===== src/hw/rtl/assert_macros.svh =====
// Assertion helpers, clocked on the rising edge and disabled while reset is low.
`ifndef ASSERT_MACROS_SVH
`define ASSERT_MACROS_SVH

`ifndef SYNTHESIS

// Same-cycle implication.
`define CHK_IMPLY(label, clk, rst_n, ante, cons) \
    label: assert property (@(posedge clk) disable iff (!rst_n) (ante) |-> (cons)) \
        else $error("assertion failed: same-cycle implication");

// Next-cycle implication.
`define CHK_NEXT(label, clk, rst_n, ante, cons) \
    label: assert property (@(posedge clk) disable iff (!rst_n) (ante) |=> (cons)) \
        else $error("assertion failed: next-cycle implication");

`else

`define CHK_IMPLY(label, clk, rst_n, ante, cons)
`define CHK_NEXT(label, clk, rst_n, ante, cons)

`endif

`endif


===== src/hw/rtl/mmst_pkg.sv =====
`default_nettype none

package mmst_pkg;

    localparam int SAMPLE_WIDTH = 32;

    // Field widths
    localparam int GAIN_W = 17;
    localparam int BYTE_W = 8;
    localparam int IDX_W  = 2;

    // Derived datapath widths
    localparam int D_W     = SAMPLE_WIDTH + 1;         // x - min, signed
    localparam int R_W     = SAMPLE_WIDTH;             // max - min, unsigned
    localparam int P_W     = GAIN_W + 1 + D_W;         // gain * delta, signed
    localparam int M_W     = P_W + BYTE_W + 1;         // numerator, signed
    localparam int HALF_SH = 15;                       // range * 32768 rounding term
    localparam int DEN_SH  = 16;                       // range * 65536 denominator
    localparam int RQ_W    = R_W + DEN_SH + BYTE_W;    // remainder / shifted divisor
    localparam int STEP_W  = $clog2(BYTE_W);

    localparam logic [GAIN_W-1:0] GAIN_ONE = GAIN_W'(65536);
    localparam logic [BYTE_W-1:0] BYTE_MAX = '1;
    localparam logic [STEP_W-1:0] LAST_STEP = STEP_W'(BYTE_W - 1);

    // Configuration register indexes
    localparam logic [IDX_W-1:0] CFG_RED_GAIN   = IDX_W'(0);
    localparam logic [IDX_W-1:0] CFG_GREEN_GAIN = IDX_W'(1);
    localparam logic [IDX_W-1:0] CFG_BLUE_GAIN  = IDX_W'(2);

    localparam int NUM_CH = 3;

    // Queue geometry
    localparam int Q_DEPTH = 2;
    localparam int Q_PTR_W = $clog2(Q_DEPTH);
    localparam int Q_CNT_W = $clog2(Q_DEPTH + 1);

    typedef struct packed {
        logic [R_W-1:0] range;
        logic [D_W-1:0] delta;   // two's complement
    } chan_op_t;

    typedef struct packed {
        chan_op_t [NUM_CH-1:0] ch;   // 0 red, 1 green, 2 blue
        logic                  last;
    } q_entry_t;

    typedef struct packed {
        logic               full;
        logic               empty;
        logic [Q_CNT_W-1:0] count;
    } q_stat_t;

    typedef struct packed {
        logic load;
        logic mul;
        logic sum;
        logic check;
        logic step;
    } lane_ctrl_t;

    typedef enum logic [2:0] {
        ST_IDLE,
        ST_MUL,
        ST_SUM,
        ST_CHECK,
        ST_DIV,
        ST_DONE
    } back_state_t;

endpackage

`default_nettype wire


===== src/hw/rtl/mmst_front.sv =====
`default_nettype none

module mmst_front (
    input  wire logic                                    clk,
    input  wire logic                                    rst_n,
    input  wire logic                                    s_tvalid,
    output logic                                         s_tready,
    input  wire logic                                    op,
    input  wire logic                                    first,
    input  wire logic [mmst_pkg::SAMPLE_WIDTH-1:0]       red_sample,
    input  wire logic [mmst_pkg::SAMPLE_WIDTH-1:0]       green_sample,
    input  wire logic [mmst_pkg::SAMPLE_WIDTH-1:0]       blue_sample,
    input  wire logic                                    last,
    input  wire logic                                    q_full,
    output logic                                         push,
    output mmst_pkg::q_entry_t                           push_data
);

    logic signed [mmst_pkg::SAMPLE_WIDTH-1:0] min_reg  [mmst_pkg::NUM_CH];
    logic signed [mmst_pkg::SAMPLE_WIDTH-1:0] max_reg  [mmst_pkg::NUM_CH];
    logic signed [mmst_pkg::SAMPLE_WIDTH-1:0] min_next [mmst_pkg::NUM_CH];
    logic signed [mmst_pkg::SAMPLE_WIDTH-1:0] max_next [mmst_pkg::NUM_CH];
    logic signed [mmst_pkg::SAMPLE_WIDTH-1:0] x        [mmst_pkg::NUM_CH];
    logic                                     accept;
    logic signed [mmst_pkg::D_W-1:0]          span;

    assign s_tready = !q_full;
    assign accept   = s_tvalid && s_tready;
    assign push     = accept && op;

    assign x[0] = $signed(red_sample);
    assign x[1] = $signed(green_sample);
    assign x[2] = $signed(blue_sample);

    always_comb
    begin
        span = '0;
        for (int c = 0; c < mmst_pkg::NUM_CH; c++)
        begin
            min_next[c] = min_reg[c];
            max_next[c] = max_reg[c];
            if (accept && !op)
            begin
                if (first)
                begin
                    min_next[c] = x[c];
                    max_next[c] = x[c];
                end
                else
                begin
                    if (x[c] < min_reg[c])
                        min_next[c] = x[c];
                    if (x[c] > max_reg[c])
                        max_next[c] = x[c];
                end
            end
            // Snapshot the current range so later measure transfers cannot disturb it
            span = mmst_pkg::D_W'(max_reg[c]) - mmst_pkg::D_W'(min_reg[c]);
            push_data.ch[c].range = span[mmst_pkg::R_W-1:0];
            push_data.ch[c].delta = mmst_pkg::D_W'(x[c]) - mmst_pkg::D_W'(min_reg[c]);
        end
        push_data.last = last;
    end

    always_ff @(posedge clk or negedge rst_n)
    begin
        if (!rst_n)
        begin
            for (int c = 0; c < mmst_pkg::NUM_CH; c++)
            begin
                min_reg[c] <= '0;
                max_reg[c] <= '0;
            end
        end
        else
        begin
            for (int c = 0; c < mmst_pkg::NUM_CH; c++)
            begin
                min_reg[c] <= min_next[c];
                max_reg[c] <= max_next[c];
            end
        end
    end

endmodule

`default_nettype wire


===== config.mk =====
export PLATFORM = sky130hd
export DESIGN_NAME = mmst_front
export DESIGN_NICKNAME = d
export VERILOG_FILES = /design/src/hw/rtl/assert_macros.svh /design/src/hw/rtl/mmst_pkg.sv /design/src/hw/rtl/mmst_front.sv
export SDC_FILE = /design/constraint.sdc
export NUM_CORES = 1
export LEC_CHECK = 0
export ABC_CLOCK_PERIOD_IN_PS = 5150
export BUFFER_PORTS_ARGS = -buffer_cell sky130_fd_sc_hd__buf_2
export CAP_MARGIN = 20
export CORE_UTILIZATION = 40
export CTS_CLUSTER_DIAMETER = 40
export DETAILED_ROUTE_END_ITERATION = 8
export PLACE_DENSITY = 0.66
export SLEW_MARGIN = 20
export SYNTH_ARGS = -nofsm -noshare
export SYNTH_HDL_FRONTEND = slang
export SYNTH_SLANG_ARGS = --single-unit

===== constraint.sdc =====
create_clock -name clk -period 5.15 [get_ports clk]
set_input_delay 1.03 -clock clk [delete_from_list [all_inputs] [get_ports clk]]
set_output_delay 1.03 -clock clk [all_outputs]
set_load 0.02 [all_outputs]

==> results.sh, run 1 <==
export IMPL_seq_area_frac_synth=0.235
export IMPL_status="complete, no violations"
export IMPL_met2_length_um=29300
export IMPL_met1_length_um=28900
export IMPL_clock_latency_ns=0.51
export IMPL_start_kind="input port"
export IMPL_grt_usage=0.239
export IMPL_hold_viol=0
export IMPL_required_ns=4.12
export IMPL_yosys_warnings=0
export IMPL_drive_above_1_share=0.191
export IMPL_period_share=0.976
export IMPL_initial_utilization=0.406
export IMPL_drtIter0Drc=1353
export IMPL_synth_area_top_cells="dfrtp_1 24%, ha_1 18%, mux2_2 5.6%"
export IMPL_fmaxAchievable_mhz=199
export IMPL_io_pins=301
export IMPL_tns_ns=0
export IMPL_crit_path_end="push_data[32]"
export IMPL_synth_top_area_share=0.235
export IMPL_arrival_ns=4.00
export IMPL_crit_type="input port to primary output"
export IMPL_yosysUniqueCellTypes=80
export IMPL_drc=0
export IMPL_nNetsFinal=3054
export IMPL_rows=82
export IMPL_cts_htree_levels=4
export IMPL_fp_dieH_um=228
export IMPL_path_max_fanout=6
export IMPL_synth_nets=2776
export IMPL_yosysTopAreaCell="dfrtp_1"
export IMPL_worst_pin_slew_ns=0.826
export IMPL_final_antenna_net_count=0
export IMPL_cts_sinks=192
export IMPL_startpoint="red_sample[6]"
export IMPL_wl_met3_um=3190
export IMPL_reg2reg_slack_ns=1.57
export IMPL_grt_pass1_vias=18427
export IMPL_pre_cts_ws_ns=0.129
export IMPL_antenna_found_initial=9
export IMPL_drv_slew=0
export IMPL_gp_congestion=0.934
export IMPL_coreArea_um2=50300
export IMPL_hold_buffers=0
export IMPL_viasPerCell=5.69
export IMPL_clock_path_buffers=2
export IMPL_grt_max_degree=97
export IMPL_die_w_um=228
export IMPL_r2r_end="min_reg[37]"
export IMPL_syn_area_per_cell_um2=8.59
export IMPL_maxSlewHeadroom=0.449
export IMPL_io_buffers=298
export IMPL_worstReg2RegStart="min_reg[33]"
export IMPL_vias=19046
export IMPL_clock_skew_ns=0.0119
export IMPL_grt_setup_unrepaired="false"
export IMPL_numCtsBuffers=17
export IMPL_synth_ff_type="dfrtp_1"
export IMPL_drt_wirelength_per_cell_um=18.7
export IMPL_period_needed_ns=5.03
export IMPL_clk_pin_slew_ns=0.08
export IMPL_reg2reg_depth=13
export IMPL_hold_path_class="input port to async pin"
export IMPL_cts_root_buf="clkbuf_16"
export IMPL_fin_ws_ns=0.124
export IMPL_grt_pass1_wl_um=99300
export IMPL_dr_pass1_iters=5
export IMPL_async_flop_share=1.00
export IMPL_synth_area_um2=20400
export IMPL_tritoncts="built"
export IMPL_hpwl_um=49600
export IMPL_synth_edf_count=0
export IMPL_cp_end_kind="primary output"
export IMPL_highest_layer="met5"
export IMPL_drv_cap=0
export IMPL_grt_ovfl_total=0
export IMPL_finalSetupViolCount=0
export IMPL_ys_ff_latch=192
export IMPL_wl_um=62700
export IMPL_synthCells=2379
export IMPL_syn_to_final_growth_pct=14.8
export IMPL_die_area_um2=52000
[timing repair]
| item | in CTS | in global routing |
|---|---|---|
| buffers inserted | 1 | 0 |
| setup endpoints to repair | 4 | 16 |
| gates resized for setup | 1 | 7 |
| endpoints found under the hold margin | 0 | 0 |
| pin swaps | 1 | 0 |
[layer usage]
layer,GRT usage,vias up
li1,-,9228
met4,0.0768,8
met1,0.318,9235
met5,0,-
met3,0.0405,74
met2,0.392,501
[synth_stat cells, types with 19 or more instances]
library cell and instances:
mux2_4 19, ha_1 288, a21oi_1 201, nor3_1 47, mux2_1 31, nand4_1 66, o21a_1 33, dfrtp_1 192
o31ai_1 36, nor2b_1 36, nand2b_1 33, nor2_1 114, a21o_1 112, a211oi_1 26, nand3_1 74, o21bai_1 20
o211ai_1 43, mux2_2 102, clkbuf_1 46, o21ai_0 97, xor2_1 51, xnor2_1 99, inv_1 252, nand2_1 127
and3_1 24
[logic make-up (layout without fill, tap and decap cells)]
group / count (synthesis) / count (layout) / synth area share
compound gates: 687 / 687 / 0.222
simple gates: 574 / 574 / 0.141
buf+inv: 319 / 610 / 0.0616
fa+ha+maj: 294 / 294 / 0.182
flops: 192 / 192 / 0.235
mux: 163 / 163 / 0.0927
xor+xnor: 150 / 150 / 0.0643
other cells: 0 / 4 / 0
[critical path: stages]
cell,delay [ns]
buf_2,0.14
ha_1,0.36
nand2_1,0.09
nand2_1,0.06
or3_1,0.31
o32a_1,0.20
a32oi_1,0.45
o21a_1,0.28
o21ai_0,0.27
or4_1,0.47
and4_1,0.19
buf_2,0.16
[layout by cell type, fill, tap and decap left out, drive strengths merged, types with 51 or more instances in the layout]
| master | synthesis | routed |
|---|---|---|
| ha | 288 | 288 |
| inv | 252 | 259 |
| dfrtp | 192 | 192 |
| nand4 | 66 | 66 |
| buf | 21 | 325 |
| a21oi | 203 | 203 |
| xor2 | 51 | 51 |
| nor2 | 114 | 114 |
| nand2 | 127 | 127 |
| o21ai | 107 | 107 |
| xnor2 | 99 | 99 |
| a21o | 112 | 112 |
| mux2 | 152 | 152 |
| nand3 | 74 | 74 |
[worst min path at each step]
stage | start | slack [ns] | depth (start not counted) | to
4_1_cts | rst_n | 0.47 | 1 | max_reg[48]
6_report | rst_n | 0.49 | 1 | min_reg[50]
2_1_floorplan | min_reg[10] | 0.46 | 1 | min_reg[10]
3_3_place_gp | min_reg[23] | 0.47 | 1 | min_reg[23]
5_1_grt | rst_n | 0.51 | 1 | min_reg[50]
3_5_place_dp | min_reg[11] | 0.47 | 1 | min_reg[11]
[area by class of cell]
class,instances,area (um2)
tap,672,841
sequential,192,4800
fill,4969,26800
clock inverter,15,198
timing repair buffer,326,1770
clock buffer,17,425
multi-input combinational,1868,14500
antenna,4,10.0
inverter,252,946
[metrics by stage]
step           hold WS [ns]  cell area, um2  instances   util
2_1_floorplan         0.458           20400       2379      -
3_3_place_gp          0.467           22800       3309  0.453
3_5_place_dp          0.475           22800       3309  0.453
4_1_cts               0.475           23400       3342  0.466
5_1_grt               0.508           23500       3346  0.467
6_report              0.489           23500       3346  0.467
Power of run 1 is not shown: default switching activity piles up to over one toggle a cycle in this logic, so the estimate is an artifact.
==> run 2: changes to the inputs <==
- CTS_BUF_LIST: not set -> sky130_fd_sc_hd__clkbuf_8
- SETUP_SLACK_MARGIN: not set -> 0.3
==> run 2 against run 1 <==
Net effect: clock skew rose by 0.0095 ns; die area did not move; routed wire length rose by 0.69%; critical path type unchanged; largest cell class unchanged; highest routed layer unchanged.
==> results.sh, run 2 (synthesis gave the netlist of run 1 again) <==
export IMPL_period_share=0.922
export IMPL_drtIter0Drc=1239
export IMPL_vias=19122
export IMPL_start_kind="input port"
export IMPL_grt_max_degree=97
export IMPL_status="complete, no violations"
export IMPL_initial_utilization=0.406
export IMPL_cpMaxStageDelayCell="fa_1"
export IMPL_clock_latency_ns=0.60
export IMPL_dr_pass1_iters=5
export IMPL_period_needed_ns=4.75
export IMPL_cp_top_family="compound AO/OA/AOI/OAI gates"
export IMPL_clock_skew_ns=0.0214
export IMPL_final_common_cell="buf_2"
export IMPL_drv_slew=0
export IMPL_drv_cap=0
export IMPL_drc=0
export IMPL_grt_ovfl_total=0
export IMPL_cts_root_buf="clkbuf_8"
export IMPL_antenna_found_initial=15
export IMPL_gp_congestion=0.934
export IMPL_viasPerCell=5.68
export IMPL_drive_above_1_share=0.214
export IMPL_fillers=4955
export IMPL_numCtsBuffers=17
export IMPL_crit_chain="buf_2 > inv_1 > ha_1 > fa_1 > nor2b_2 > o2111a_2 > o41ai_4 > a21oi_2 > o211ai_1 > buf_4 > buf_4 > nor2b_2 > o21bai_1 > a21oi_1 > xnor2_1 > buf_2"
export IMPL_grt_pass1_wl_um=99600
export IMPL_grt_pass1_vias=18493
export IMPL_required_ns=4.12
export IMPL_wl_um=63100
export IMPL_io_buffers=298
export IMPL_final_antenna_net_count=0
export IMPL_fp_dieH_um=228
export IMPL_nNetsFinal=3069
export IMPL_cp_slowest_stage_delay_ns=0.42
export IMPL_reg2reg_slack_ns=1.51
export IMPL_tns_ns=0
export IMPL_arrival_ns=3.72
export IMPL_cts_htree_levels=4
export IMPL_coreArea_um2=50300
export IMPL_hold_path_class="input port to async pin"
export IMPL_hold_viol=0
export IMPL_hold_buffers=0
export IMPL_crit_type="input port to primary output"
export IMPL_clk_pin_slew_ns=0.12
export IMPL_grt_usage=0.240
export IMPL_cts_sinks=192
export IMPL_fmaxAchievable_mhz=211
export IMPL_path_max_fanout=4
export IMPL_crit_buf_inv=5
export IMPL_io_pins=301
export IMPL_cp_end_kind="primary output"
export IMPL_maxSlewHeadroom=0.443
export IMPL_clock_path_buffers=2
export IMPL_rows=82
export IMPL_die_w_um=228
export IMPL_grt_setup_unrepaired="true"
export IMPL_finalSetupViolCount=0
export IMPL_worst_pin_slew_ns=0.835
export IMPL_die_area_um2=52000
export IMPL_mostFrequentLayoutCells="294 x buf_2, 285 x ha_1, 250 x inv_1, 192 x a21oi_1, 190 x dfrtp_1"
export IMPL_hpwl_um=49600
export IMPL_syn_to_final_growth_pct=16.0
export IMPL_drt_wirelength_per_cell_um=18.8
export IMPL_tritoncts="built"
## run 2: metrics by stage
| stage | cell area, um2 | worst slack [ns] | util | cells | hold WS [ns] |
|---|---|---|---|---|---|
| floorplan | 20400 | 0.447 | - | 2379 | 0.458 |
| global placement | 22800 | 0.109 | 0.453 | 3309 | 0.467 |
| detailed placement | 22800 | 0.129 | 0.453 | 3309 | 0.475 |
| CTS | 23400 | 0.307 | 0.466 | 3350 | 0.350 |
| global route | 23700 | 0.246 | 0.471 | 3363 | 0.393 |
| finish | 23700 | 0.402 | 0.471 | 3366 | 0.386 |
## run 2: final timing paths
kind / startpoint / endpoint / cells past startpoint
setup reg to reg: min_reg[33] / min_reg[32] / 14
setup / recovery: red_sample[0] / push_data[21] / 16
hold reg to reg: min_reg[30] / min_reg[30] / 1
hold / removal: rst_n / min_reg[50] / 1
max in group asynchronous: rst_n / min_reg[89] / 2
min in group clk: min_reg[30] / min_reg[30] / 1
## run 2: area by class of cell
type,count,area (um2),area share
clock buffers,17,234,0.00987
inverters,252,946,0.0399
multi-input cells,1868,14800,0.623
flip-flops and latches,192,4810,0.203
clock inverters,15,198,0.00834
repair buffers,341,1890,0.0799
diodes,9,22.5,0.000950
well taps,672,841,0.0355
## run 2: metal layers
metal | track usage | share of wire | vias to the layer above
met5 | 0 | 0.0016 | -
met4 | 0.0956 | 0.026 | 16
met3 | 0.0514 | 0.057 | 111
met2 | 0.387 | 0.46 | 547
met1 | 0.312 | 0.45 | 9192
li1 | - | - | 9256
## run 2: repair_timing
item	4_1_cts	5_1_grt
setup endpoints to repair	34	43
gates resized for setup	34	46
pin swaps	9	18
cloned	0	0
setup buffers	9	7
## run 2: worst reg2reg max path, cell delays in order, from the launching register on
cell and delay (ns):
dfrtp_2 0.46, inv_1 0.11, ha_1 0.23, nor2b_1 0.15, o31a_1 0.30, o31ai_1 0.25, buf_4 0.18, a211oi_1 0.11
o21ai_1 0.25, a21oi_2 0.08, buf_4 0.17, a41oi_1 0.38, o21a_2 0.20, buf_12 0.26, mux2_2 0.41
Power of run 2 is left out for the same reason.
