## src/hw/rtl/assert_macros.svh

```systemverilog
// Assertion helpers, clocked on the rising edge and disabled while reset is low.
`ifndef ASSERT_MACROS_SVH
`define ASSERT_MACROS_SVH

`ifndef SYNTHESIS

// Same-cycle implication.
`define CHK_IMPLY(label, clk, rst_n, ante, cons) \
    label: assert property (@(posedge clk) disable iff (!rst_n) (ante) |-> (cons)) \
        else $error("assertion failed: same-cycle implication");

// Next-cycle implication.
`define CHK_NEXT(label, clk, rst_n, ante, cons) \
    label: assert property (@(posedge clk) disable iff (!rst_n) (ante) |=> (cons)) \
        else $error("assertion failed: next-cycle implication");

`else

`define CHK_IMPLY(label, clk, rst_n, ante, cons)
`define CHK_NEXT(label, clk, rst_n, ante, cons)

`endif

`endif

```

## src/hw/rtl/mmst_pkg.sv

```systemverilog
`default_nettype none

package mmst_pkg;

    localparam int SAMPLE_WIDTH = 32;

    // Field widths
    localparam int GAIN_W = 17;
    localparam int BYTE_W = 8;
    localparam int IDX_W  = 2;

    // Derived datapath widths
    localparam int D_W     = SAMPLE_WIDTH + 1;         // x - min, signed
    localparam int R_W     = SAMPLE_WIDTH;             // max - min, unsigned
    localparam int P_W     = GAIN_W + 1 + D_W;         // gain * delta, signed
    localparam int M_W     = P_W + BYTE_W + 1;         // numerator, signed
    localparam int HALF_SH = 15;                       // range * 32768 rounding term
    localparam int DEN_SH  = 16;                       // range * 65536 denominator
    localparam int RQ_W    = R_W + DEN_SH + BYTE_W;    // remainder / shifted divisor
    localparam int STEP_W  = $clog2(BYTE_W);

    localparam logic [GAIN_W-1:0] GAIN_ONE = GAIN_W'(65536);
    localparam logic [BYTE_W-1:0] BYTE_MAX = '1;
    localparam logic [STEP_W-1:0] LAST_STEP = STEP_W'(BYTE_W - 1);

    // Configuration register indexes
    localparam logic [IDX_W-1:0] CFG_RED_GAIN   = IDX_W'(0);
    localparam logic [IDX_W-1:0] CFG_GREEN_GAIN = IDX_W'(1);
    localparam logic [IDX_W-1:0] CFG_BLUE_GAIN  = IDX_W'(2);

    localparam int NUM_CH = 3;

    // Queue geometry
    localparam int Q_DEPTH = 2;
    localparam int Q_PTR_W = $clog2(Q_DEPTH);
    localparam int Q_CNT_W = $clog2(Q_DEPTH + 1);

    typedef struct packed {
        logic [R_W-1:0] range;
        logic [D_W-1:0] delta;   // two's complement
    } chan_op_t;

    typedef struct packed {
        chan_op_t [NUM_CH-1:0] ch;   // 0 red, 1 green, 2 blue
        logic                  last;
    } q_entry_t;

    typedef struct packed {
        logic               full;
        logic               empty;
        logic [Q_CNT_W-1:0] count;
    } q_stat_t;

    typedef struct packed {
        logic load;
        logic mul;
        logic sum;
        logic check;
        logic step;
    } lane_ctrl_t;

    typedef enum logic [2:0] {
        ST_IDLE,
        ST_MUL,
        ST_SUM,
        ST_CHECK,
        ST_DIV,
        ST_DONE
    } back_state_t;

endpackage

`default_nettype wire

```

## src/hw/rtl/mmst_fifo.sv

```systemverilog
`default_nettype none

module mmst_fifo (
    input  wire logic                clk,
    input  wire logic                rst_n,
    input  wire logic                push,
    input  mmst_pkg::q_entry_t       push_data,
    input  wire logic                pop,
    output mmst_pkg::q_entry_t       pop_data,
    output mmst_pkg::q_stat_t        stat
);

    mmst_pkg::q_entry_t                 mem_reg [mmst_pkg::Q_DEPTH];
    logic [mmst_pkg::Q_PTR_W-1:0]       wr_ptr_reg, wr_ptr_next;
    logic [mmst_pkg::Q_PTR_W-1:0]       rd_ptr_reg, rd_ptr_next;
    logic [mmst_pkg::Q_CNT_W-1:0]       count_reg, count_next;

    assign pop_data   = mem_reg[rd_ptr_reg];
    assign stat.count = count_reg;
    assign stat.full  = count_reg == mmst_pkg::Q_CNT_W'(mmst_pkg::Q_DEPTH);
    assign stat.empty = count_reg == '0;

    always_comb
    begin
        wr_ptr_next = wr_ptr_reg;
        rd_ptr_next = rd_ptr_reg;
        count_next  = count_reg;
        if (push)
            wr_ptr_next = (wr_ptr_reg == mmst_pkg::Q_PTR_W'(mmst_pkg::Q_DEPTH - 1)) ?
                          '0 : wr_ptr_reg + 1'b1;
        if (pop)
            rd_ptr_next = (rd_ptr_reg == mmst_pkg::Q_PTR_W'(mmst_pkg::Q_DEPTH - 1)) ?
                          '0 : rd_ptr_reg + 1'b1;
        if (push && !pop)
            count_next = count_reg + 1'b1;
        else if (pop && !push)
            count_next = count_reg - 1'b1;
    end

    always_ff @(posedge clk)
    begin
        if (push)
            mem_reg[wr_ptr_reg] <= push_data;
    end

    always_ff @(posedge clk or negedge rst_n)
    begin
        if (!rst_n)
        begin
            wr_ptr_reg <= '0;
            rd_ptr_reg <= '0;
            count_reg  <= '0;
        end
        else
        begin
            wr_ptr_reg <= wr_ptr_next;
            rd_ptr_reg <= rd_ptr_next;
            count_reg  <= count_next;
        end
    end

endmodule

`default_nettype wire

```

## config.mk

```make
export PLATFORM = sky130hd
export DESIGN_NAME = mmst_fifo
export DESIGN_NICKNAME = d
export VERILOG_FILES = /design/src/hw/rtl/assert_macros.svh /design/src/hw/rtl/mmst_pkg.sv /design/src/hw/rtl/mmst_fifo.sv
export SDC_FILE = /design/constraint.sdc
export NUM_CORES = 1
export LEC_CHECK = 0
export CORE_MARGIN = 2
export CORE_UTILIZATION = 40
export DETAILED_ROUTE_END_ITERATION = 8
export DONT_BUFFER_PORTS = 1
export GPL_TIMING_DRIVEN = 0
export PLACE_DENSITY = 0.65
export SLEW_MARGIN = 10
export SYNTH_ARGS = -nofsm -noshare
export SYNTH_HDL_FRONTEND = slang
export SYNTH_SLANG_ARGS = --single-unit
```

## constraint.sdc

```tcl
create_clock -name clk -period 9.4 [get_ports clk]
set_input_delay 1.88 -clock clk [delete_from_list [all_inputs] [get_ports clk]]
set_output_delay 1.88 -clock clk [all_outputs]
set_load 0.02 [all_outputs]
```

==> results of run 1 <==
## synthesized netlist by cell type (all sizes together)
cell type,n
edfxtp,392
nor2,2
dfrtp,4
inv,1
mux2,196
nor2b,2
ha,1
xnor2,1
buf,22
xor2,4
and2,1
## worst paths after layout
| path | from | to | depth (start not counted) |
|---|---|---|---|
| hold reg to reg | wr_ptr_reg | wr_ptr_reg | 1 |
| max in group asynchronous | rst_n | count_reg[0] | 0 |
| setup / recovery | rd_ptr_reg | pop_data[133] | 4 |
| hold / removal | wr_ptr_reg | wr_ptr_reg | 1 |
| setup reg to reg | wr_ptr_reg | mem_reg[0][182] | 4 |
| min in group asynchronous | rst_n | wr_ptr_reg | 0 |
## cells by family after synthesis
kind of cell | synth area share [%]
flip-flops | 79.9
buffers and inverters | 1.44
AND/OR/NAND/NOR | 0.177
multiplexers | 18.1
XOR/XNOR | 0.295
adder cells (fa/ha/maj) | 0.0842
## power groups by stage
stage	Clock, mW	Combinational (mW)	Sequential [mW]
finish	1.64	1.80	2.43
global route	1.76	1.89	2.45
CTS	1.69	1.84	2.43
detailed placement	0	1.84	2.47
global placement	0	1.74	2.56
floorplan	0	1.48	2.51
## area by class of cell
cell class	count	area (um2)
fillers	2990	19500
flip-flops and latches	396	11900
multi-input cells	207	2790
clock buffers	53	1130
well taps	468	586
clock inverters	22	260
repair buffers	10	230
plain buffers	22	210
inverters	1	3.75
## metrics by stage
step           cells  total power, mW  util (%)  hold WS [ps]  setup slack [ps]
2_1_floorplan    626             3.99         -           473              1980
3_3_place_gp    1094             4.30      42.2           489              -130
3_5_place_dp    1104             4.31      42.9           545              5890
4_1_cts         1179             5.96      46.7           555              5510
5_1_grt         1179             6.10      46.7           571              5490
6_report        1179             5.87      46.7           552              5610
## layer usage
layer / wire [um] / track usage (%) / vias up
li1: - / - / 2603
met1: 9480 / 13.6 / 2982
met2: 14700 / 24.6 / 309
met3: 3450 / 7.43 / 51
met4: 921 / 6.68 / 0
met5: 0 / 0 / -
==> results.json, run 1 <==
{
  "hold_buffers": 0,
  "p_comb_share_pct": 30.7,
  "fin_area_um2": 17100,
  "fin_crit_ps": 3790,
  "cp_common_cell": "buf_6",
  "io_buffers": 0,
  "p_int_mw": 4.03,
  "rsz0062_at_grt": "false",
  "fp.dieW_um": 197,
  "post_cts_buffers": 0,
  "synth_nets": 827,
  "drive_above_1_share_pct": 40.9,
  "avgSynthCellArea_um2": 23.7,
  "syn_area_um2": 14900,
  "worstPathArrival_ps": 1910,
  "dieArea_um2": 38700,
  "synth.distinct_cells": 13,
  "largest_reg_flops": 392,
  "cts.sinks": 396,
  "critPathCaptureType": "output pin",
  "required_ps": 7520,
  "ir_drop_mv": 0.226,
  "dpl_cell_area_um2": 15700,
  "switchingPower_mw": 1.84,
  "hold_class": "reg2reg",
  "ant_nets": 0,
  "cts.repair.resized": 0,
  "ctsHtreeMaxLevel": 2,
  "die_h_um": 197,
  "core_um2": 36600,
  "path_cells": "buf_6 -> buf_6 -> buf_6 -> mux2_4",
  "vias_per_cell": 5.04,
  "layout_commonest_cell": "edfxtp_1",
  "pwr_density_cell_nw_per_um2": 343,
  "p_leak_nw": 5.99,
  "rows": 70,
  "final_cell_mix": "edfxtp_1, mux2_4, mux2_2",
  "worstSkewPairLatency_ps": 540,
  "numCtsBuffers": 41,
  "p_clk_share_pct": 27.9,
  "clock_path_buffers": 3,
  "wl_um": 28500,
  "layout.nets": 880,
  "yosysTopAreaCell": "edfxtp_1",
  "outcome": "completed",
  "synth_seq_cells": 396,
  "finalSetupViolCount": 0,
  "synth_top_area_share_pct": 79.2,
  "fin_tns_setup_ps": 0,
  "wl_per_cell_um": 24.2,
  "io_pins": 400,
  "first_global_vias": 6353,
  "period_share_pct": 40.3,
  "hpwl_um": 20500,
  "grt_pass1_wl_um": 39700,
  "crit_type": "reg2out",
  "tightestPinTransition_ps": 627,
  "route.vias.total": 5945,
  "drtIter0Drc": 318,
  "drv_cap": 0,
  "grtUsageTotal_pct": 14.1,
  "crit_family": "buffers and inverters",
  "seqPwrFrac_pct": 41.4,
  "cp-start-kind": "flop",
  "drv_slew": 0,
  "grt-ovfl-total": 0,
  "regToRegSetupSlack_ps": 7380,
  "relSlewSlack_pct": 58.1,
  "critPathSlowestCell": "mux2_4",
  "cts.clk_slew.worst_paths_ps": 60,
  "fin_worst_skew_ps": 11.3,
  "antenna_cells": 0,
  "hold_violations": 0,
  "critPathBufInv": 3,
  "drcViolationCount": 0,
  "yosysWarnings": 0,
  "start_util_pct": 40.6,
  "cp_max_fo": 10,
  "grt_max_degree": 64,
  "routabilityCongestion": 0.731,
  "synthCells": 626,
  "max_freq_mhz": 264,
  "swShare_pct": 31.4,
  "tritoncts": "yes",
  "ys_top_cells_by_area": "edfxtp_1, mux2_4, mux2_2",
  "area_growth_pct": 14.9,
  "antenna_found_initial": 0,
  "yosysSeqAreaShare_pct": 79.9,
  "cts_root_buffer": "clkbuf_16",
  "dr.pass1.iters": 7,
  "cpPeakStageDelay_ps": 390
}
Note: power is estimated with default switching activity, not from simulation.
==> run 2: changes to the inputs <==
Clock period 9.4 ns to 3.31 ns, I/O delays scaled along.
==> run 2 against run 1 <==
Net effect:
- sequential power increased to 2.8 times the previous value
- clock power rose to 2.6 times the previous value
- combinational power rose to 2.8 times the previous value
- largest cell class unchanged
- largest power group unchanged
==> results.json, run 2 (synthesis gave the netlist of run 1 again) <==
{
  "finalPower_mw": 16.3,
  "required_ps": 2650,
  "drcViolationCount": 0,
  "fin_area_um2": 17000,
  "area_growth_pct": 14.3,
  "drtIter0Drc": 296,
  "tightestPinTransition_ps": 710,
  "fp.dieW_um": 197,
  "antenna_found_initial": 4,
  "reg2reg_depth": 4,
  "outcome": "completed",
  "grt_max_degree": 67,
  "hold_violations": 0,
  "dp_cells": 1104,
  "cts.sinks": 396,
  "cpPeakStageDelay_ps": 380,
  "min_to": "rd_ptr_reg",
  "holdCritStartpoint": "pop",
  "dieArea_um2": 38700,
  "critPathCaptureType": "output pin",
  "finalSetupViolCount": 0,
  "grt_pass1_wl_um": 39500,
  "final_cell_mix": "edfxtp_1, mux2_4, mux2_2",
  "clock_path_buffers": 3,
  "max_freq_mhz": 398,
  "cts_root_buffer": "clkbuf_16",
  "vias_per_cell": 5.05,
  "numCtsBuffers": 41,
  "relSlewSlack_pct": 52.6,
  "rows": 70,
  "grtUsageTotal_pct": 14.0,
  "cp-start-kind": "flop",
  "fin_worst_skew_ps": 12.6,
  "rsz0062_at_grt": "false",
  "switchingPower_mw": 5.19,
  "layout.nets": 881,
  "instances_no_fill": 1182,
  "pwr_density_cell_nw_per_um2": 962,
  "cp_common_cell": "buf_6",
  "routabilityCongestion": 0.738,
  "dpl_cell_area_um2": 15700,
  "swShare_pct": 31.7,
  "wl_um": 28500,
  "ant_nets": 0,
  "drv_cap": 0,
  "p_comb_share_pct": 31.3,
  "path_cells": "buf_6 -> buf_6 -> buf_6 -> mux2_4",
  "fin_crit_ps": 2510,
  "io_pins": 400,
  "cts.repair.resized": 0,
  "hold-worst-slack_ps": 199,
  "drt-met1-wl_um": 9410,
  "cp_max_fo": 10,
  "r2r-end": "mem_reg[0][78]",
  "p_int_mw": 11.2,
  "worstPathArrival_ps": 1850,
  "first_global_vias": 6167,
  "drv_slew": 0,
  "dr.pass1.iters": 6,
  "io_buffers": 0,
  "period_share_pct": 75.9,
  "regToRegSetupSlack_ps": 1250,
  "wl_per_cell_um": 24.1,
  "layout.filler_cells": 2984,
  "crit_type": "reg2out",
  "ir_drop_mv": 0.667,
  "holdPathStages": 1,
  "p_clk_share_pct": 26.6,
  "final.setup.worst_slack_ps": 796,
  "met3_length_um": 3910,
  "cts.clk_slew.worst_paths_ps": 60,
  "ctsHtreeMaxLevel": 2,
  "grt-ovfl-total": 0,
  "wl_met2_um": 14100,
  "post_cts_buffers": 0,
  "die_h_um": 197,
  "route.vias.total": 5973,
  "largest_reg_flops": 392,
  "dr.max_layer_used": "met5",
  "drive_above_1_share_pct": 40.0,
  "start_util_pct": 40.6,
  "dpl_worst_slack_ps": 961,
  "p_leak_nw": 5.95,
  "hpwl_um": 20300,
  "tritoncts": "yes",
  "hold_class": "in2reg",
  "timing.rr.start": "wr_ptr_reg",
  "layout_commonest_cell": "edfxtp_1",
  "critPathSlowestCell": "mux2_4",
  "worstSkewPairLatency_ps": 550,
  "seqPwrFrac_pct": 42.2,
  "core_um2": 36600
}
==> run 2: cell types whose count changed in the layout (fill, tap and decap cells not counted), sizes merged <==
| cell | previous run | this run |
|---|---|---|
| diode | 0 | 2 |
| bufinv | 5 | 2 |
| clkinv | 11 | 14 |
| dlygate4sd3 | 0 | 1 |
==> run 2: per-layer routing <==
layer  vias to the layer above  GRT usage, %
met2                       307          23.8
met3                        63          8.26
met5                         -             0
li1                       2615             -
met4                         6          7.13
met1                      2982          13.4
==> run 2: worst max-delay path, delay by kind of cell (launching register included) <==
kind                   cells  cell delay [ps]
buffers and inverters      3              590
DFF                        1              330
muxes                      1              380
==> run 2: what timing repair did <==
action / in CTS / in global routing
hold buffers: 1 / 0
setup endpoints to repair: 0 / 0
endpoints found under the hold margin: 4 / 0
==> run 2: worst max-delay path by stage <==
stage	from	end	slack, ps	cells after the start
after floorplan	push	mem_reg[0][0]	-720	1
after global placement	push	mem_reg[0][46]	-1900	1
after detailed placement	push	mem_reg[0][85]	960	4
after CTS	rd_ptr_reg	pop_data[106]	700	4
after global routing	rd_ptr_reg	pop_data[129]	700	4
final	rd_ptr_reg	pop_data[135]	800	4
==> run 2: layout make-up <==
type	instances	area [um2]	share of cell area, %
clock buffers	53	1110	6.55
clock inverters	22	170	1.00
flip-flops and latches	396	11900	69.9
well taps	468	586	3.45
plain buffers	22	210	1.24
repair buffers	11	248	1.46
multi-input cells	207	2790	16.4
diodes	2	5.00	0.0294
inverters	1	3.75	0.0221
==> run 2: power by group through the flow <==
stage               logic (mW)  registers, mW  clock network, mW
finish                    5.11           6.89               4.34
global placement          4.93           7.11                  0
floorplan                 4.21           7.02                  0
global route              5.35           6.96               4.70
detailed placement        5.21           7.01                  0
CTS                       5.21           6.90               4.49
==> run 2: through the flow <==
stage / TNS (ps) / utilization (%)
6_report: 0 / 46.4
3_5_place_dp: 0 / 42.9
5_1_grt: 0 / 46.4
4_1_cts: 0 / 46.4
2_1_floorplan: -183550 / -
3_3_place_gp: -593360 / 42.2
==> run 3: changes to the inputs <==
Settings changed: ABC_AREA from default to 1.
Clock period 3.31 ns to 2.2 ns, I/O delays scaled along.
==> run 3 against run 2 <==
Net effect:
- the flow now finishes with violations (setup timing)
- via count up 15%
- final cell count up 17%
- largest power group unchanged
- highest routed layer unchanged
- die area up 0.13%
- sequential power up 51%
- total power up 58%
- count of clock-buffer cells in the layout down 5
- clock skew down 5.6 ps
- flip-flop and latch count unchanged
==> results.json, run 3 <==
{
  "outcome": "finished with violations",
  "violations": "setup timing",
  "p_comb_share_pct": 33.3,
  "grt_pass1_wl_um": 45200,
  "synth_top_area_share_pct": 79.1,
  "ctsHtreeMaxLevel": 2,
  "ant_nets": 0,
  "avgSynthCellArea_um2": 23.4,
  "rows": 70,
  "synth_xor_area_share_pct": 0.177,
  "finalSetupViolCount": 52,
  "cp_max_fo": 10,
  "drcViolationCount": 0,
  "wl_um": 31200,
  "final_cell_mix": "edfxtp_1, dlygate4sd3_1, mux2_4",
  "period_share_pct": 101,
  "p_int_mw": 17.7,
  "fin_crit_ps": 2230,
  "yosysSeqAreaShare_pct": 79.8,
  "drtIter0Drc": 226,
  "dieArea_um2": 38800,
  "layout.filler_cells": 2802,
  "fp.dieW_um": 197,
  "grt-ovfl-total": 0,
  "switchingPower_mw": 8.09,
  "p_clk_share_pct": 26.3,
  "numCtsBuffers": 40,
  "max_freq_mhz": 448,
  "synth_mux_area_share_pct": 18.1,
  "synth-simple-area-share_pct": 0.277,
  "tightestPinTransition_ps": 629,
  "hold_violations": 0,
  "fin_worst_skew_ps": 6.96,
  "synthCells": 635,
  "synth_nets": 836,
  "ys.flop_type": "edfxtp_1",
  "dpl_cell_area_um2": 15800,
  "yosysWarnings": 0,
  "synth_seq_cells": 396,
  "start_util_pct": 40.7,
  "dp_cells": 1115,
  "critPathCaptureType": "output pin",
  "dr.max_layer_used": "met5",
  "seqPwrFrac_pct": 40.4,
  "cts.sinks": 396,
  "final.setup.worst_slack_ps": -31.8,
  "clock_path_buffers": 3,
  "synthAdderAreaFrac_pct": 0.0841,
  "routabilityCongestion": 0.733,
  "worstSkewPairLatency_ps": 530,
  "vias_per_cell": 4.94,
  "final_util_pct": 52.6,
  "met3_length_um": 2720,
  "dr.pass1.iters": 5,
  "drive_above_1_share_pct": 32.2,
  "pwr_density_cell_nw_per_um2": 1340,
  "synth.distinct_cells": 14,
  "crit_type": "reg2out",
  "layout.nets": 1091,
  "hpwl_um": 20700,
  "instances_no_fill": 1388,
  "rsz0062_at_grt": "true",
  "drt-met1-wl_um": 11300,
  "grtUsageTotal_pct": 15.6,
  "async_flop_share_pct": 1.01,
  "hold-worst-slack_ps": 167,
  "worstPathArrival_ps": 1790,
  "hold_class": "in2reg",
  "wl_per_cell_um": 22.4,
  "synth_top_family_by_area": "multiplexers",
  "cp-start-kind": "flop",
  "fin_tns_setup_ps": -729,
  "cts_root_buffer": "clkbuf_16",
  "antenna_found_initial": 5,
  "drv_slew": 0,
  "route.vias.total": 6863,
  "relSlewSlack_pct": 57.9,
  "synth_edf_count": 392,
  "wl_met2_um": 16200,
  "synth_compound_area_share_pct": 0,
  "io_pins": 400,
  "p_leak_nw": 6.92,
  "cts.clk_slew.worst_paths_ps": 60,
  "core_um2": 36600,
  "swShare_pct": 31.4,
  "tritoncts": "yes",
  "layout_commonest_cell": "edfxtp_1",
  "yosysMostFrequentCell": "edfxtp_1",
  "drv_cap": 0,
  "die_h_um": 197,
  "first_global_vias": 7518,
  "syn_area_um2": 14900,
  "yosysTopAreaCell": "edfxtp_1",
  "area_growth_pct": 29.4,
  "required_ps": 1760,
  "largest_reg_flops": 392,
  "synth_commonest_cells": "edfxtp_1, mux2_4, mux2_2, buf_6, inv_1",
  "ys_top_cells_by_area": "edfxtp_1, mux2_4, mux2_2",
  "io_buffers": 0,
  "grt_max_degree": 45,
  "fin_area_um2": 19300,
  "ir_drop_mv": 0.808
}
run 3: changes by cell type in the layout (fill, tap and decap cells not counted), sizes merged, moves of 2 or more:
cell         previous run  this run
xor2                    4         2
buf                    32        29
bufinv                  2         6
dlygate4sd3             1       199
inv                     4         6
nor2b                   2         0
nand2                   0         5
run 3: path summary, 6_finish.rpt:
| check | startpoint | to | slack [ps] | depth (start not counted) |
|---|---|---|---|---|
| min reg2reg | wr_ptr_reg | wr_ptr_reg | 540 | 1 |
| min | push | count_reg[0] | 170 | 2 |
| max | rd_ptr_reg | pop_data[95] | -30 | 4 |
| max reg2reg | wr_ptr_reg | mem_reg[1][92] | 200 | 5 |
| min in group asynchronous | rst_n | count_reg[0] | 180 | 1 |
| max in group asynchronous | rst_n | wr_ptr_reg | 1840 | 1 |
run 3: area by class of cell:
type                            instances  area, um2  share of cell area (%)
Timing Repair Buffer                  212       2280                    11.8
Clock buffer                           48       1060                    5.51
Clock inverter                         21        258                    1.34
Inverter                                7       42.5                   0.221
Buffer                                 22        349                    1.81
Timing Repair inverter                  1       5.00                  0.0260
Sequential cell                       396      11900                    61.6
Antenna cell                            3       7.51                  0.0390
Tap cell                              468        586                    3.04
Multi-Input combinational cell        210       2800                    14.5
run 3: cells by family (layout without fill, tap and decap cells):
family / after synthesis / count (layout)
xor gates and xnor gates: 3 / 3
adders and majority gates: 1 / 1
and+or+nand+nor: 10 / 10
other: 0 / 3
DFF: 396 / 396
buffers and inverters: 29 / 311
muxes: 196 / 196
run 3: metrics by stage:
| stage | setup slack [ps] | power, mW |
|---|---|---|
| after floorplan | -1600 | 16.9 |
| after global placement | -2850 | 18.2 |
| after detailed placement | -59.5 | 18.5 |
| after CTS | -80.4 | 25.8 |
| after global routing | -88.9 | 26.8 |
| final | -31.8 | 25.8 |
run 3: per-layer routing:
layer | global-route usage, % | up-vias
li1 | - | 3038
met1 | 17.0 | 3457
met2 | 27.7 | 305
met3 | 5.66 | 59
met4 | 5.85 | 4
met5 | 0 | -
run 3: critical path, cell delays in order, from the launching register on:
cell	delay, ps
dfrtp_1	390
buf_12	160
clkbuf_16	180
buf_12	160
mux2_4	360
run 3: power groups by stage:
stage	Sequential [mW]	Clock [mW]	Combinational (mW)
after floorplan	10.6	0	6.35
after global placement	10.7	0	7.45
after detailed placement	10.6	0	7.90
after CTS	10.4	6.95	8.43
after global routing	10.5	7.30	8.95
final	10.4	6.79	8.58
run 3: timing repair:
| action | in CTS | in global routing |
|---|---|---|
| cloned | 1 | 1 |
| resized for setup | 17 | 21 |
| endpoints found under the hold margin | 398 | 0 |
| buffers inserted | 0 | 0 |
| hold buffers | 199 | 0 |
| endpoints found under the setup margin | 226 | 189 |
